**src/design/wsd_pkg.sv**
```systemverilog
// shared types and constants for the websocket frame deframer
package wsd_pkg;

	localparam int LenW = 63;

	localparam logic [7:0] FinBit     = 8'h80;
	localparam logic [7:0] MaskBit    = 8'h80;
	localparam logic [7:0] OpcodeMask = 8'h0F;
	localparam logic [7:0] Len7Mask   = 8'h7F;
	localparam logic [6:0] Len16Code  = 7'd126;
	localparam logic [6:0] Len64Code  = 7'd127;
	localparam logic [2:0] KeyBytes   = 3'd4;
	localparam logic [2:0] Ext16Bytes = 3'd2;
	// eight bytes wrap a 3-bit count back to zero
	localparam logic [2:0] Ext64Bytes = 3'd0;

	typedef enum logic [2:0] {
		PH_HDR0    = 3'd0,
		PH_HDR1    = 3'd1,
		PH_EXTLEN  = 3'd2,
		PH_KEY     = 3'd3,
		PH_PAYLOAD = 3'd4
	} phase_t;

	typedef struct packed {
		logic [7:0]      data_byte;
		logic            payload_present;
		logic [3:0]      frame_opcode;
		logic            final_flag;
		logic [LenW-1:0] frame_length;
		logic            last_of_frame;
	} result_t;

endpackage

```
**src/design/wsd_parser.sv**
```systemverilog
// header parser, unmasking and frame bookkeeping, one byte per step
module wsd_parser import wsd_pkg::*; (
	input  logic       clk,
	input  logic       arst_n,
	input  logic       step,
	input  logic [7:0] rx_byte,
	output logic       res_valid,
	output result_t    res
);

	phase_t              phase_q, phase_nxt;
	logic [2:0]          hdr_cnt_q, hdr_cnt_nxt;
	logic                masked_q, masked_nxt;
	logic [3:0]          opcode_q, opcode_nxt;
	logic                fin_q, fin_nxt;
	logic [LenW-1:0]     len_q, len_nxt;
	logic [31:0]         key_q, key_nxt;
	logic [LenW-1:0]     cnt_q, cnt_nxt;
	logic                ext_long_q, ext_long_nxt;

	logic [6:0]          len7;
	logic [2:0]          cnt_inc;
	logic [LenW-1:0]     pay_inc;
	logic [7:0]          key_byte;
	logic                pay_last;

	// state registers
	always_ff @(posedge clk or negedge arst_n) begin
		if (!arst_n) begin
			phase_q    <= PH_HDR0;
			hdr_cnt_q  <= '0;
			masked_q   <= 1'b0;
			opcode_q   <= '0;
			fin_q      <= 1'b0;
			len_q      <= '0;
			key_q      <= '0;
			cnt_q      <= '0;
			ext_long_q <= 1'b0;
		end else if (step) begin
			phase_q    <= phase_nxt;
			hdr_cnt_q  <= hdr_cnt_nxt;
			masked_q   <= masked_nxt;
			opcode_q   <= opcode_nxt;
			fin_q      <= fin_nxt;
			len_q      <= len_nxt;
			key_q      <= key_nxt;
			cnt_q      <= cnt_nxt;
			ext_long_q <= ext_long_nxt;
		end
	end

	// helper values for the current byte
	assign len7     = 7'(rx_byte & Len7Mask);
	assign cnt_inc  = hdr_cnt_q + 3'd1;
	assign pay_inc  = cnt_q + LenW'(1);
	assign pay_last = (pay_inc >= len_q);

	// key byte selected by payload index mod 4, key byte 0 in the top bits
	always_comb begin
		case (cnt_q[1:0])
			2'd0:    key_byte = key_q[31:24];
			2'd1:    key_byte = key_q[23:16];
			2'd2:    key_byte = key_q[15:8];
			default: key_byte = key_q[7:0];
		endcase
	end

	// next state and result
	always_comb begin
		phase_nxt    = phase_q;
		hdr_cnt_nxt  = hdr_cnt_q;
		masked_nxt   = masked_q;
		opcode_nxt   = opcode_q;
		fin_nxt      = fin_q;
		len_nxt      = len_q;
		key_nxt      = key_q;
		cnt_nxt      = cnt_q;
		ext_long_nxt = ext_long_q;
		res_valid    = 1'b0;
		res.data_byte       = 8'd0;
		res.payload_present = 1'b0;
		res.last_of_frame   = 1'b0;

		case (phase_q)
			PH_HDR1: begin
				masked_nxt  = |(rx_byte & MaskBit);
				key_nxt     = '0;
				hdr_cnt_nxt = '0;
				cnt_nxt     = '0;
				if (len7 == Len16Code) begin
					len_nxt      = '0;
					ext_long_nxt = 1'b0;
					phase_nxt    = PH_EXTLEN;
				end else if (len7 == Len64Code) begin
					len_nxt      = '0;
					ext_long_nxt = 1'b1;
					phase_nxt    = PH_EXTLEN;
				end else begin
					len_nxt = LenW'(len7);
					if (masked_nxt) begin
						phase_nxt = PH_KEY;
					end else if (len7 == 7'd0) begin
						// empty frame marker
						phase_nxt         = PH_HDR0;
						res_valid         = 1'b1;
						res.last_of_frame = 1'b1;
					end else begin
						phase_nxt = PH_PAYLOAD;
					end
				end
			end
			PH_EXTLEN: begin
				len_nxt     = {len_q[LenW-9:0], rx_byte};
				hdr_cnt_nxt = cnt_inc;
				if (cnt_inc == (ext_long_q ? Ext64Bytes : Ext16Bytes)) begin
					hdr_cnt_nxt = '0;
					cnt_nxt     = '0;
					if (masked_q) begin
						phase_nxt = PH_KEY;
					end else if (len_nxt == '0) begin
						phase_nxt         = PH_HDR0;
						res_valid         = 1'b1;
						res.last_of_frame = 1'b1;
					end else begin
						phase_nxt = PH_PAYLOAD;
					end
				end
			end
			PH_KEY: begin
				key_nxt     = {key_q[23:0], rx_byte};
				hdr_cnt_nxt = cnt_inc;
				if (cnt_inc >= KeyBytes) begin
					hdr_cnt_nxt = '0;
					cnt_nxt     = '0;
					if (len_q == '0) begin
						phase_nxt         = PH_HDR0;
						res_valid         = 1'b1;
						res.last_of_frame = 1'b1;
					end else begin
						phase_nxt = PH_PAYLOAD;
					end
				end
			end
			PH_PAYLOAD: begin
				cnt_nxt             = pay_inc;
				res_valid           = 1'b1;
				res.payload_present = 1'b1;
				res.data_byte       = masked_q ? (rx_byte ^ key_byte) : rx_byte;
				res.last_of_frame   = pay_last;
				if (pay_last) begin
					phase_nxt = PH_HDR0;
				end
			end
			default: begin
				// first header byte, also taken for unused phase codes
				fin_nxt    = |(rx_byte & FinBit);
				opcode_nxt = 4'(rx_byte & OpcodeMask);
				phase_nxt  = PH_HDR1;
			end
		endcase

		res.frame_opcode = opcode_q;
		res.final_flag   = fin_q;
		res.frame_length = len_nxt;
	end

endmodule

```
**src/design/wsd_out_reg.sv**
```systemverilog
// result register on the output channel
module wsd_out_reg import wsd_pkg::*; (
	input  logic    clk,
	input  logic    arst_n,
	input  logic    step,
	input  logic    res_valid,
	input  result_t res,
	output logic    can_load,
	output logic    out_valid,
	input  logic    out_stall,
	output result_t out_res
);

	logic    valid_q;
	result_t res_q;

	// free when empty or when the held result leaves this cycle
	assign can_load  = !valid_q || !out_stall;
	assign out_valid = valid_q;
	assign out_res   = res_q;

	// valid flag
	always_ff @(posedge clk or negedge arst_n) begin
		if (!arst_n) begin
			valid_q <= 1'b0;
		end else if (step) begin
			valid_q <= res_valid;
		end else if (valid_q && !out_stall) begin
			valid_q <= 1'b0;
		end
	end

	// payload
	always_ff @(posedge clk) begin
		if (step && res_valid) begin
			res_q <= res;
		end
	end

endmodule

```
**src/design/websocket_frame_deframer_core.sv**
```systemverilog
// top level of the websocket frame deframer
//
// Takes a received websocket frame stream one byte per request on the input
// channel (in_valid, in_stall, rx_byte). Header bytes (FIN/opcode, mask and
// 7-bit length, 16- or 64-bit extended length, 4-byte masking key) produce no
// result. Each payload byte yields one result on the output channel (out_valid,
// out_stall) carrying the unmasked byte, opcode, FIN, the frame length and a
// last-of-frame mark; a zero-length frame yields one marker result with
// payload_present low on the byte that completes its header.
// A byte accepted on the input channel sits in the input register, and its
// result is loaded into the output register when the parse step runs, which
// raises out_valid. Throughput is one byte per cycle while the receiver does
// not stall, set by the single parse step between the input and output
// registers. When the receiver stalls, the held result stays put; one more
// byte can still be taken into the input register, after which in_stall
// rises until the output register frees up. Reset clears both valid flags
// and returns the parser to waiting for the first header byte of a frame.
module websocket_frame_deframer_core import wsd_pkg::*; (
	input  logic            clk,
	input  logic            arst_n,
	input  logic            in_valid,
	output logic            in_stall,
	input  logic [7:0]      rx_byte,
	output logic            out_valid,
	input  logic            out_stall,
	output logic [7:0]      data_byte,
	output logic            payload_present,
	output logic [3:0]      frame_opcode,
	output logic            final_flag,
	output logic [LenW-1:0] frame_length,
	output logic            last_of_frame
);

	logic       rx_valid_s1;
	logic [7:0] rx_byte_s1;
	logic       can_load;
	logic       step;
	logic       res_valid;
	result_t    res;
	result_t    out_res;

	// parse step runs when a byte waits and the result register is free
	assign step     = rx_valid_s1 && can_load;
	assign in_stall = rx_valid_s1 && !can_load;

	// input register
	always_ff @(posedge clk or negedge arst_n) begin
		if (!arst_n) begin
			rx_valid_s1 <= 1'b0;
		end else if (!in_stall) begin
			rx_valid_s1 <= in_valid;
		end
	end

	always_ff @(posedge clk) begin
		if (in_valid && !in_stall) begin
			rx_byte_s1 <= rx_byte;
		end
	end

	wsd_parser u_parser (
		.clk       (clk),
		.arst_n    (arst_n),
		.step      (step),
		.rx_byte   (rx_byte_s1),
		.res_valid (res_valid),
		.res       (res)
	);

	wsd_out_reg u_out_reg (
		.clk       (clk),
		.arst_n    (arst_n),
		.step      (step),
		.res_valid (res_valid),
		.res       (res),
		.can_load  (can_load),
		.out_valid (out_valid),
		.out_stall (out_stall),
		.out_res   (out_res)
	);

	// result fields
	assign data_byte       = out_res.data_byte;
	assign payload_present = out_res.payload_present;
	assign frame_opcode    = out_res.frame_opcode;
	assign final_flag      = out_res.final_flag;
	assign frame_length    = out_res.frame_length;
	assign last_of_frame   = out_res.last_of_frame;

endmodule
```
**config.mk**
```make
export PLATFORM = sky130hd
export DESIGN_NAME = websocket_frame_deframer_core
export DESIGN_NICKNAME = d
export VERILOG_FILES = /design/src/design/wsd_pkg.sv /design/src/design/wsd_parser.sv /design/src/design/wsd_out_reg.sv /design/src/design/websocket_frame_deframer_core.sv
export SDC_FILE = /design/constraint.sdc
export NUM_CORES = 1
export LEC_CHECK = 0
export BUFFER_PORTS_ARGS = -buffer_cell sky130_fd_sc_hd__buf_2
export CORE_MARGIN = 2
export CORE_UTILIZATION = 42
export CTS_CLUSTER_DIAMETER = 100
export CTS_CLUSTER_SIZE = 28
export DETAILED_ROUTE_END_ITERATION = 7
export HOLD_SLACK_MARGIN = 0.15
export SLEW_MARGIN = 20
export SYNTH_ARGS = -nofsm -noshare
export SYNTH_HDL_FRONTEND = slang
export SYNTH_SLANG_ARGS = --single-unit
```
**constraint.sdc**
```tcl
create_clock -name clk -period 4.42 [get_ports clk]
set_clock_uncertainty 0.2 [all_clocks]
set_input_delay 0.884 -clock clk [delete_from_list [all_inputs] [get_ports clk]]
set_output_delay 0.884 -clock clk [all_outputs]
set_load 0.02 [all_outputs]
```
Word-level counts from Yosys, hierarchy flattened --
Cells that the tools add are included.
Operators by class: add/sub/neg operators 2, magnitude comparators 2, eq/ne operators 12, multiplexer cells 40, bitwise logic cells 2, reductions and logical operators 27
Operators by type and width (number):
- 63-bit case mux with 4 select lines | 1
- 63-bit 2-to-1 mux | 3
- 63-bit logical NOT | 2
- 63-bit case mux with 2 select lines | 1
- 32-bit case mux with 2 select lines | 1
- 63-bit by 1-bit adder with 63-bit output, second input constant | 1
- 63-bit >= comparator | 1
- 3-bit 2-to-1 mux | 12
- 8-bit case mux with 3 select lines | 1
- 7-bit equality test, second input constant | 2
- 1-bit 2-to-1 mux | 14
- 3-bit case mux with 4 select lines | 1
- 3-bit case mux with 3 select lines | 1
- 8-bit 2-to-1 mux | 1
- 1-bit case mux with 4 select lines | 2
- 2-bit AND reduction | 4
- 4-bit AND reduction | 2
- 8-bit XOR | 1
- 7-bit logical NOT | 1
- 7-bit 2-to-1 mux | 1
- 3-bit by 2-bit equality test with 1-bit output, second input constant | 2
- 2-bit by 1-bit != test with 1-bit output, second input constant | 3
- 2-bit nonzero test | 3
- 1-bit logical AND | 5
- other kinds (16) | 19
Storage, ports and cells: register bits after elaboration 259, input port bits 12, logic and storage cells 103

Logic depth before layout (Yosys ltp) --
Gate-level depths: netlist (run 1).
depth after elaboration 7, depth in mapped cells 17, mapped depth without buffers 15

By module --
From an unflattened synthesis (run 1), not the netlist that was laid out.
Unflattened totals: cell total of the unflattened synthesis 1383, area, all modules 13606.8 um^2
Modules (own cells, without submodules):
- wsd_parser | times used 1, cells an instance 1287, area an instance 10915.5 um^2, sequential area each 4279.1 um^2
- wsd_out_reg | times used 1, cells an instance 82, area an instance 2387.3 um^2, sequential area each 2367.3 um^2
- websocket_frame_deframer_core | times used 1, cells an instance 14, area an instance 304.0 um^2, sequential area each 265.3 um^2

Worst setup path before layout (run 1) --
No wires, ideal clock.
path kind reg2reg, start register rx_byte_s1[2], end register u_out_reg.res_q, in the netlist u_out_reg.out_res[0] (enable), library setup time 465 ps, arrival time 4009 ps, data required time 3755 ps, slack -253 ps, cell stages (with the launch flop) 7, path buffers 0, clock period less this slack 4673 ps, path through edfxtp_1 > or4_1 > or4_4 > nor4_1 > o21ai_1 > o31a_1 > a21oi_2
Between the ends: longest elaborated chain between the ends 7, elaborated cells on any way between the ends 13, classes of those cells 2 x eq/ne; 8 x mux; 3 x reduce/logical
Ends and longest elaborated chain:
- from (decl) | RTL line websocket_frame_deframer_core.sv:35 | logic [7:0] rx_byte_s1;
- from (signal assigned) | RTL line websocket_frame_deframer_core.sv:57 | rx_byte_s1 <= rx_byte;
- parallel branches: the longest is 5 deep, another holds 63-bit logical NOT
- 1-bit case mux with 4 select lines * | RTL line wsd_parser.sv:84 | case (phase_q)
- 1-bit logical AND * | RTL line wsd_out_reg.sv:35 | if (step && res_valid) begin
- to (signal assigned) | RTL line wsd_out_reg.sv:36 | res_q <= res;
- to (decl) | RTL line wsd_out_reg.sv:15 | result_t res_q;
Every way passes the cells marked *. A chain may end at the register's enable or synchronous reset.

==> results of run 1 <==
## cell type report
class	count	area, um2
Antenna cell	1	2.50
Clock buffer	19	390
Clock inverter	5	61.3
Fill cell	2912	16500
Inverter	74	278
Multi-Input combinational cell	892	6060
Sequential cell	259	6910
Tap cell	402	503
Timing Repair Buffer	141	875
## cells by family after synthesis
kind of cell | Yosys count | share of synthesized area
xor+xnor | 73 | 0.0475
fa+ha+maj | 69 | 0.0642
mux | 13 | 0.0109
flops | 259 | 0.514
compound gates | 357 | 0.178
simple gates | 380 | 0.143
buf+inv | 149 | 0.0425
## path summary, 6_finish.rpt
kind / slack (ns) / to / from
worst max-delay path: 0.28 / u_out_reg.out_res[0]$_DFFE_PP_ / u_parser.cnt_q[13]$_DFFE_PN0P_
worst min-delay path: 0.22 / u_parser.key_q[26]$_DFFE_PN0P_ / arst_n
worst max register to register: 0.28 / u_out_reg.out_res[0]$_DFFE_PP_ / u_parser.cnt_q[13]$_DFFE_PN0P_
worst min register to register: 0.27 / u_out_reg.out_res[68]$_DFFE_PP_ / u_parser.opcode_q[3]$_DFFE_PN0P_
max in group asynchronous: 2.99 / u_parser.cnt_q[21]$_DFFE_PN0P_ / arst_n
min in group clk: 0.27 / u_out_reg.out_res[68]$_DFFE_PP_ / u_parser.opcode_q[3]$_DFFE_PN0P_
## metal layers
layer  track usage  vias to the layer above
met3        0.0300                       47
met2         0.331                      299
met1         0.320                     5038
met5             0                        -
met4        0.0541                        0
li1              -                     4914
## per-stage QoR
step / utilization / setup WS [ns] / hold WS (ns) / instances
after detailed placement: 0.461 / -0.227 / 0.235 / 1768
final: 0.478 / 0.278 / 0.217 / 1793
after global routing: 0.478 / 0.00748 / 0.265 / 1792
after global placement: 0.461 / -0.165 / 0.226 / 1768
after floorplan: - / 0.497 / 0.221 / 1300
after CTS: 0.476 / 0.0447 / 0.261 / 1792
## repair_timing
item,CTS,global route
resized for setup,2,10
pin swaps,0,2
endpoints found under the setup margin,2,2
## registers in the layout, summed over array words and instances, names as in the netlist
signal,count
rx_byte_s1,8
rx_valid_s1,1
u_out_reg.out_res,78
u_out_reg.out_valid,1
u_parser.cnt_q,63
u_parser.ext_long_q,1
u_parser.fin_q,1
u_parser.hdr_cnt_q,3
u_parser.key_q,32
u_parser.len_q,63
u_parser.masked_q,1
u_parser.opcode_q,4
u_parser.phase_q,3
## synthesized netlist by cell type (all sizes together)
cell / instances / area [um2]
a2111oi: 1 / 8.76
a211oi: 1 / 7.51
a21bo: 1 / 10.0
a21boi: 1 / 7.51
a21o: 8 / 60.1
a21oi: 42 / 214
a221oi: 3 / 26.3
a222oi: 8 / 80.1
a22o: 113 / 990
a31oi: 25 / 156
a32oi: 1 / 8.76
a41oi: 3 / 26.3
and2: 5 / 31.3
and3: 20 / 125
and4: 12 / 105
buf: 11 / 52.6
clkbuf: 64 / 241
dfrtp: 173 / 4330
edfxtp: 86 / 2580
ha: 69 / 863
inv: 74 / 278
mux2: 13 / 146
nand2: 146 / 548
nand2b: 15 / 93.8
nand3: 37 / 185
nand3b: 1 / 7.51
nand4: 27 / 196
nor2: 68 / 280
nor2b: 2 / 12.5
nor3: 11 / 60.1
nor3b: 3 / 22.5
nor4: 25 / 193
nor4b: 1 / 8.76
o211ai: 1 / 7.51
o21ai: 130 / 651
o22ai: 2 / 12.5
o31a: 1 / 8.76
o31ai: 13 / 97.6
o41ai: 3 / 26.3
or2: 3 / 18.8
or3: 2 / 12.5
or4: 2 / 18.8
xnor2: 38 / 333
xor2: 35 / 307
## cell usage in the layout, fill, tap and decap left out, drive strengths merged, types with 2 or more instances in the layout
master	count
a21o	8
a21oi	42
a221oi	3
a222oi	8
a22o	113
a31oi	25
a41oi	3
and2	5
and3	20
and4	12
buf	141
clkbuf	19
clkinv	3
dfrtp	173
edfxtp	86
ha	69
inv	76
mux2	13
nand2	146
nand2b	15
nand3	37
nand4	27
nor2	68
nor2b	2
nor3	11
nor3b	3
nor4	25
o21ai	130
o22ai	2
o31ai	13
o41ai	3
or2	3
or3	2
or4	2
xnor2	38
xor2	35
## worst max-delay path: cells and delay by family (launching register included)
kind | cells | cell delay [ns]
XOR/XNOR | 1 | 0.16
adder cells (fa/ha/maj) | 1 | 0.32
buffers and inverters | 1 | 0.17
flip-flops | 1 | 0.46
AND/OR/NAND/NOR | 8 | 1.59
AO/OA/AOI/OAI | 4 | 0.99
## power groups by stage
| stage | sequential, mW | combinational (mW) | clock [mW] |
|---|---|---|---|
| global route | 3.71 | 3.25 | 1.62 |
| finish | 3.64 | 2.91 | 1.51 |
| global placement | 3.67 | 2.83 | 0 |
| floorplan | 3.54 | 1.93 | 0 |
| detailed placement | 3.68 | 2.89 | 0 |
| CTS | 3.63 | 2.91 | 1.55 |
==> impl_metrics.py, run 1 <==
metrics = {
    "timing": {
        "worstMarginPinSlew_ns": 1.07,
        "relSlewSlack": 0.288,
        "period_minus_slack_ns": 4.14,
        "fin_crit_sh": 0.937,
        "fmax_mhz": 241,
        "setup_viol": 0,
        "fin_setup_tns_ns": 0,
        "rsz0062_at_grt": "no",
        "slew_viol_final": 0,
        "final-hold-violation-count": 0,
    },
    "power_and_ir_drop": {
        "peakVddDrop_mv": 0.259,
        "p_seq_frac": 0.452,
        "p_clk_frac": 0.187,
        "pwr_density_cell_nw_per_um2": 535,
        "comb_power_share": 0.361,
        "swShare": 0.408,
        "power.switching_mw": 3.29,
        "power_mw": 8.06,
        "internal_power_mw": 4.78,
        "p_leak_nw": 6.59,
    },
    "route": {
        "route.met3.wl_um": 2020,
        "drt_iter0_drc": 1025,
        "ant_nets": 0,
        "drc": 0,
        "drt-pass1-iter-count": 5,
        "vias": 10298,
        "drt-vias-per-instance": 5.74,
        "wire_per_inst_um": 20.0,
        "dr.max_layer_used": "met4",
        "drt_wl_total_um": 35900,
        "drt-met1-wl_um": 17000,
        "wl_met2_um": 16000,
    },
    "die": {
        "die_w_um": 183,
        "die_h_um": 183,
        "start_util": 0.426,
        "rows": 65,
        "die_area_um2": 33500,
        "io_pins": 92,
        "core_um2": 31600,
    },
    "global_route": {
        "grt_pass1_wl_um": 56700,
        "grtUsageTotal": 0.215,
        "grt_max_degree": 112,
        "antenna_found_initial": 0,
        "grt-ovfl-total": 0,
        "grt_pass1_vias": 9804,
    },
    "finish": {
        "finalNetCount": 1463,
        "drive_above_1_share": 0.145,
        "design_area_um2": 15100,
        "syn_to_final_growth_pct": 12.1,
    },
    "clock_network": {
        "cts_setup_buffers": 0,
        "clock_sinks": 259,
        "clk_latency_ns": 0.51,
        "ctsHoldBuffers": 0,
        "cts_buffer_depth": 3,
        "cts_tree": "built",
        "numCtsBuffers": 14,
        "path_clk_slew_ns": 0.11,
        "cts_root_buf": "clkbuf_16",
        "cts-htree-levels": 1,
    },
    "worst_hold_path": {
        "hold_path_class": "input port to async pin",
    },
    "synthesis": {
        "yosysSeqAreaShare": 0.514,
        "ys_seq_elements": 259,
        "ys_warn_count": 0,
        "syn_area_um2": 13500,
        "syn_area_per_cell_um2": 10.3,
        "ys_types": 57,
        "syn_nets": 1381,
        "synthCells": 1300,
    },
    "placed_design": {
        "hpwl_um": 25700,
        "place_congestion": 0.866,
        "placed_area_um2": 14600,
        "numPortBuffers": 91,
    },
    "critical_path": {
        "cp.arrival_ns": 4.20,
        "crit_slowest_cell": "dfrtp_1",
        "end_kind": "flop",
        "start_kind": "flop",
        "critical_path_class": "flop to flop",
        "max_stage_delay_ns": 0.46,
        "crit_fanout": 6,
        "reg2reg_depth": 15,
        "critPathRequiredTime_ns": 4.48,
        "cp_cell_sequence": "and3_1 > and4_1 > buf_4 > and2_1 > and3_1 > nand3_1 > xnor2_1 > ha_1 > a21o_1 > a21o_1 > a221oi_1 > nand4_1 > o22ai_1 > nor3_1 > nand2b_1",
    },
    "run": {
        "max_cap_violations": 0,
    },
    "run_status": {
        "status": "finished clean",
    },
}
(Power assumes the default switching activity.)
==> run 2: changes to the inputs <==
- CORE_UTILIZATION: 42 -> 28
==> impl_metrics.py, run 2 (same netlist as run 1, synthesis figures left out) <==
metrics = {
    "critical_path": {
        "cpMostUsedCell": "buf_4",
        "reg2reg_to": "u_out_reg.out_res[0]$_DFFE_PP_",
        "crit_slowest_cell": "nor2_1",
        "start_kind": "flop",
        "cp_cell_sequence": "buf_4 > nand3_1 > nor2_1 > nand4_4 > buf_4 > nor2_1 > xor2_1 > ha_1 > nand4_1 > or2_2 > nor4_1 > buf_4 > a2111oi_4 > nor3_1 > nand2b_1",
        "crit_fanout": 8,
        "end_kind": "flop",
        "r2r_setup_slack_ns": 0.32,
        "cp.arrival_ns": 4.27,
        "reg2reg_depth": 15,
        "crit_path_start": "u_parser.cnt_q[0]$_DFFE_PN0P_",
        "max_stage_delay_ns": 0.43,
        "critical_path_class": "flop to flop",
        "critPathRequiredTime_ns": 4.59,
        "regToRegStartpoint": "u_parser.cnt_q[0]$_DFFE_PN0P_",
    },
    "die": {
        "io_pins": 92,
        "core_um2": 47500,
        "rows": 80,
        "die_area_um2": 49800,
        "die_w_um": 223,
        "start_util": 0.283,
        "die_h_um": 223,
    },
    "finish": {
        "design_area_um2": 15300,
        "fillCellCount": 4832,
        "final_cell_mix": "dfrtp_1 (173), nand2_1 (146), o21ai_0 (128)",
        "final_util": 0.321,
        "finalNetCount": 1467,
        "multiInputGateArea_um2": 6040,
        "syn_to_final_growth_pct": 13.6,
        "regArea_um2": 6910,
        "drive_above_1_share": 0.146,
        "layout_commonest_cell": "dfrtp_1",
        "antenna_cells": 0,
        "largest_reg_flops": 78,
    },
    "timing": {
        "final-hold-violation-count": 0,
        "setup_viol": 0,
        "relSlewSlack": 0.351,
        "slew_viol_final": 0,
        "period_minus_slack_ns": 4.10,
        "worstMarginPinSlew_ns": 0.973,
        "fmax_mhz": 244,
        "fin_crit_sh": 0.928,
    },
    "placed_design": {
        "placed_area_um2": 14800,
        "hpwl_um": 26700,
        "place_congestion": 0.879,
        "numPortBuffers": 91,
    },
    "clock_network": {
        "cts-htree-levels": 1,
        "clk_latency_ns": 0.52,
        "cts_tree": "built",
        "cts_buffer_depth": 3,
        "path_clk_slew_ns": 0.12,
        "clock_sinks": 259,
        "numCtsBuffers": 13,
        "cts_root_buf": "clkbuf_16",
    },
    "run_status": {
        "status": "finished clean",
    },
    "run": {
        "max_cap_violations": 0,
    },
    "route": {
        "drt-met1-wl_um": 16900,
        "dr.max_layer_used": "met5",
        "drt_iter0_drc": 1022,
        "vias": 10428,
        "route.met3.wl_um": 2180,
        "drt-pass1-iter-count": 5,
        "drt_wl_total_um": 37300,
        "drc": 0,
        "ant_nets": 0,
        "wire_per_inst_um": 18.6,
        "drt-vias-per-instance": 5.19,
        "wl_met2_um": 17000,
    },
    "global_route": {
        "grt_max_degree": 98,
        "grtUsageTotal": 0.148,
        "grt_pass1_vias": 10198,
        "antenna_found_initial": 1,
        "grt_pass1_wl_um": 58800,
        "grt-ovfl-total": 0,
    },
    "power_and_ir_drop": {
        "peakVddDrop_mv": 0.297,
        "pwr_density_cell_nw_per_um2": 529,
        "p_leak_nw": 6.55,
    },
    "worst_hold_path": {
        "hold_path_class": "input port to async pin",
    },
}
-- run 2: changes by cell type in the layout (fill, tap and decap cells not counted), sizes merged --
cell,change
diode,-1
clkbuf,-1
clkinv,-1
buf,+5
-- run 2: worst max-delay path by stage --
stage / to / slack (ns) / cells past startpoint
after floorplan: u_out_reg.out_res[0]$_DFFE_PP_ / 0.50 / 15
after global placement: u_out_reg.out_res[0]$_DFFE_PP_ / 0.08 / 14
after detailed placement: u_out_reg.out_res[0]$_DFFE_PP_ / -0.13 / 15
after CTS: u_out_reg.out_res[0]$_DFFE_PP_ / 0.03 / 15
after global routing: u_out_reg.out_res[0]$_DFFE_PP_ / -0.002 / 14
final: u_out_reg.out_res[0]$_DFFE_PP_ / 0.32 / 15
-- run 2: final cells by class --
class                           count  area share
Clock buffer                       18      0.0232
Inverter                           74      0.0182
Clock inverter                      4     0.00221
Multi-Input combinational cell    892       0.396
Tap cell                          615      0.0504
Sequential cell                   259       0.452
Timing Repair Buffer              146      0.0581
-- run 2: power by group --
| part | switching [mW] | internal [mW] | total (mW) |
|---|---|---|---|
| logic | 1.94 | 1.05 | 2.99 |
| clock network | 0.811 | 0.585 | 1.40 |
| registers | 0.626 | 3.07 | 3.69 |
| total | 3.38 | 4.70 | 8.08 |
-- run 2: per-layer routing --
metal  vias up  track usage
met5         -            0
li1       4904            -
met1      5144        0.205
met3        57       0.0227
met2       321        0.242
met4         2       0.0431
-- run 2: repair_timing --
action | in CTS | in global routing
resized for setup | 2 | 7
setup buffers | 0 | 2
endpoints found under the setup margin | 2 | 2
pin swaps | 0 | 5
hold endpoints to repair | 0 | 0
gates cloned | 0 | 0
hold buffers | 0 | 0
-- run 2: critical path, delay by kind of cell, from the launching register on --
kind                     cells  cell delay [ns]
flip-flops                   1             0.37
adder cells (fa/ha/maj)      1             0.30
XOR/XNOR                     1             0.10
buffers and inverters        3             0.61
AO/OA/AOI/OAI                1             0.07
AND/OR/NAND/NOR              9             2.30
-- run 2: per-stage QoR --
| step | power, mW | TNS, ns | instances | setup WS, ns | hold WS [ns] |
|---|---|---|---|---|---|
| floorplan | 5.47 | 0 | 1300 | 0.497 | 0.221 |
| global placement | 6.63 | 0 | 1984 | 0.0809 | 0.227 |
| detailed placement | 6.68 | -0.191 | 1984 | -0.131 | 0.228 |
| CTS | 8.10 | 0 | 2006 | 0.0325 | 0.255 |
| global route | 8.57 | -0.00179 | 2008 | -0.00179 | 0.263 |
| finish | 8.08 | 0 | 2008 | 0.320 | 0.239 |
==> run 3: changes to the inputs <==
- RECOVER_POWER: not set -> 25
==> impl_metrics.py, run 3 (same netlist as run 1, synthesis figures left out) <==
metrics = {
    "run_status": {
        "status": "finished, violations left",
        "violations": "max-capacitance violations, max-slew violations",
    },
    "die": {
        "io_pins": 92,
        "die_h_um": 223,
        "core_um2": 47500,
        "rows": 80,
        "start_util": 0.283,
        "die_area_um2": 49800,
        "die_w_um": 223,
    },
    "clock_network": {
        "ctsHoldBuffers": 0,
        "path_clk_slew_ns": 0.12,
        "clock_sinks": 259,
        "clk_latency_ns": 0.51,
        "cts_tree": "built",
        "cts-htree-levels": 1,
        "numCtsBuffers": 13,
        "cts_root_buf": "clkbuf_16",
        "cts_buffer_depth": 3,
    },
    "timing": {
        "period_minus_slack_ns": 4.08,
        "setup_viol": 0,
        "fin_hold_ws_ns": 0.260,
        "worstMarginPinSlew_ns": 2.60,
        "slew_viol_final": 98,
        "final-hold-violation-count": 0,
        "fmax_mhz": 245,
        "relSlewSlack": -0.736,
        "fin_crit_sh": 0.923,
    },
    "finish": {
        "syn_to_final_growth_pct": 13.4,
        "final_cell_mix": "dfrtp_1 (173), nand2_1 (146), o21ai_0 (128)",
        "drive_above_1_share": 0.144,
        "final_util": 0.321,
        "antenna_cells": 0,
        "fin_cells": 2008,
        "design_area_um2": 15300,
        "regArea_um2": 6910,
        "fillCellCount": 4839,
        "finalNetCount": 1467,
        "largest_reg_flops": 78,
        "layout_commonest_cell": "dfrtp_1",
        "multiInputGateArea_um2": 6040,
    },
    "route": {
        "drt-vias-per-instance": 5.21,
        "drt-pass1-iter-count": 5,
        "drt_wl_total_um": 37300,
        "vias": 10456,
        "drt_iter0_drc": 1016,
        "drc": 0,
        "wire_per_inst_um": 18.6,
        "ant_nets": 0,
    },
    "critical_path": {
        "critical_path_class": "flop to flop",
        "critPathRequiredTime_ns": 4.59,
        "start_kind": "flop",
        "crit_fanout": 8,
        "end_kind": "flop",
        "reg2reg_depth": 15,
        "cp.arrival_ns": 4.25,
        "reg2reg_to": "u_out_reg.out_res[0]$_DFFE_PP_",
        "r2r_setup_slack_ns": 0.34,
        "regToRegStartpoint": "u_parser.cnt_q[0]$_DFFE_PN0P_",
    },
    "placed_design": {
        "place_congestion": 0.879,
        "placed_area_um2": 14800,
        "hpwl_um": 26700,
        "placedCellCount": 1984,
        "numPortBuffers": 91,
    },
    "worst_hold_path": {
        "min_from": "u_parser.opcode_q[2]$_DFFE_PN0P_",
        "hold_path_end": "u_out_reg.out_res[67]$_DFFE_PP_",
        "hold_path_class": "flop to flop",
        "min_path_cells": 0,
    },
    "global_route": {
        "grt-ovfl-total": 0,
        "grt_pass1_vias": 10198,
        "antenna_found_initial": 1,
        "grt_max_degree": 98,
        "grtUsageTotal": 0.148,
        "grt_pass1_wl_um": 58800,
    },
    "run": {
        "max_cap_violations": 1,
    },
    "power_and_ir_drop": {
        "comb_power_share": 0.371,
        "p_clk_frac": 0.173,
        "internal_power_mw": 4.70,
        "p_leak_nw": 6.54,
        "p_seq_frac": 0.457,
        "pwr_density_cell_nw_per_um2": 530,
        "peakVddDrop_mv": 0.298,
        "power.switching_mw": 3.38,
        "swShare": 0.418,
    },
}
-- run 3: cell types whose count changed in the layout (fill, tap and decap cells not counted) --
cell	delta
buf_6	-1
buf_4	-1
clkbuf_2	+2
and2_0	+1
clkbuf_1	+2
and2_1	-1
buf_12	-1
buf_2	-1
-- run 3: layout make-up --
| cell class | instances | share of cell area |
|---|---|---|
| tap | 615 | 0.0505 |
| inverter | 74 | 0.0182 |
| clock inverter | 4 | 0.00222 |
| timing repair buffer | 146 | 0.0564 |
| clock buffer | 18 | 0.0232 |
| multi-input combinational | 892 | 0.396 |
| sequential | 259 | 0.453 |
-- run 3: stage by stage --
step | setup slack, ns | setup TNS [ns] | total power [mW]
detailed placement | -0.131 | -0.191 | 6.68
floorplan | 0.497 | 0 | 5.47
CTS | 0.0325 | 0 | 8.10
finish | 0.343 | 0 | 8.08
global route | -0.00179 | -0.00179 | 8.57
global placement | 0.0809 | 0 | 6.63
-- run 3: worst max path at each step --
stage                                        start                             end  slack [ns]  cells after the start
CTS                 u_parser.cnt_q[18]$_DFFE_PN0P_  u_out_reg.out_res[0]$_DFFE_PP_        0.03                     15
finish               u_parser.cnt_q[0]$_DFFE_PN0P_  u_out_reg.out_res[0]$_DFFE_PP_        0.34                     15
global route         u_parser.cnt_q[7]$_DFFE_PN0P_  u_out_reg.out_res[0]$_DFFE_PP_      -0.002                     14
detailed placement  u_parser.cnt_q[18]$_DFFE_PN0P_  u_out_reg.out_res[0]$_DFFE_PP_       -0.13                     15
global placement    u_parser.cnt_q[47]$_DFFE_PN0P_  u_out_reg.out_res[0]$_DFFE_PP_        0.08                     14
floorplan           u_parser.cnt_q[16]$_DFFE_PN0P_  u_out_reg.out_res[0]$_DFFE_PP_        0.50                     15
-- run 3: what timing repair did --
item | 4_1_cts | 5_1_grt
setup buffers | 0 | 2
pin swaps | 0 | 5
endpoints found under the setup margin | 2 | 2
resized for setup | 2 | 7
-- run 3: critical path, cell delays in order (launching register included) --
cell,delay [ns]
dfrtp_1,0.37
buf_4,0.16
nand3_1,0.17
nor2_1,0.41
nand4_4,0.27
buf_4,0.24
nor2_1,0.21
xor2_1,0.10
ha_1,0.30
nand4_1,0.18
or2_2,0.36
nor4_1,0.36
buf_4,0.20
a2111oi_4,0.07
nor3_1,0.20
nand2b_1,0.12
-- run 3: power groups by stage --
| stage | Sequential (mW) | Combinational [mW] | Clock, mW |
|---|---|---|---|
| 6_report | 3.69 | 2.99 | 1.39 |
| 5_1_grt | 3.74 | 3.30 | 1.52 |
| 4_1_cts | 3.67 | 2.98 | 1.45 |
| 3_5_place_dp | 3.72 | 2.96 | 0 |
| 3_3_place_gp | 3.71 | 2.92 | 0 |
| 2_1_floorplan | 3.54 | 1.93 | 0 |
-- run 3: per-layer routing --
layer | global-route usage | routed length (um)
met1 | 0.205 | 16900
met2 | 0.242 | 17100
met3 | 0.0227 | 2090
met4 | 0.0431 | 1220
met5 | 0 | 11
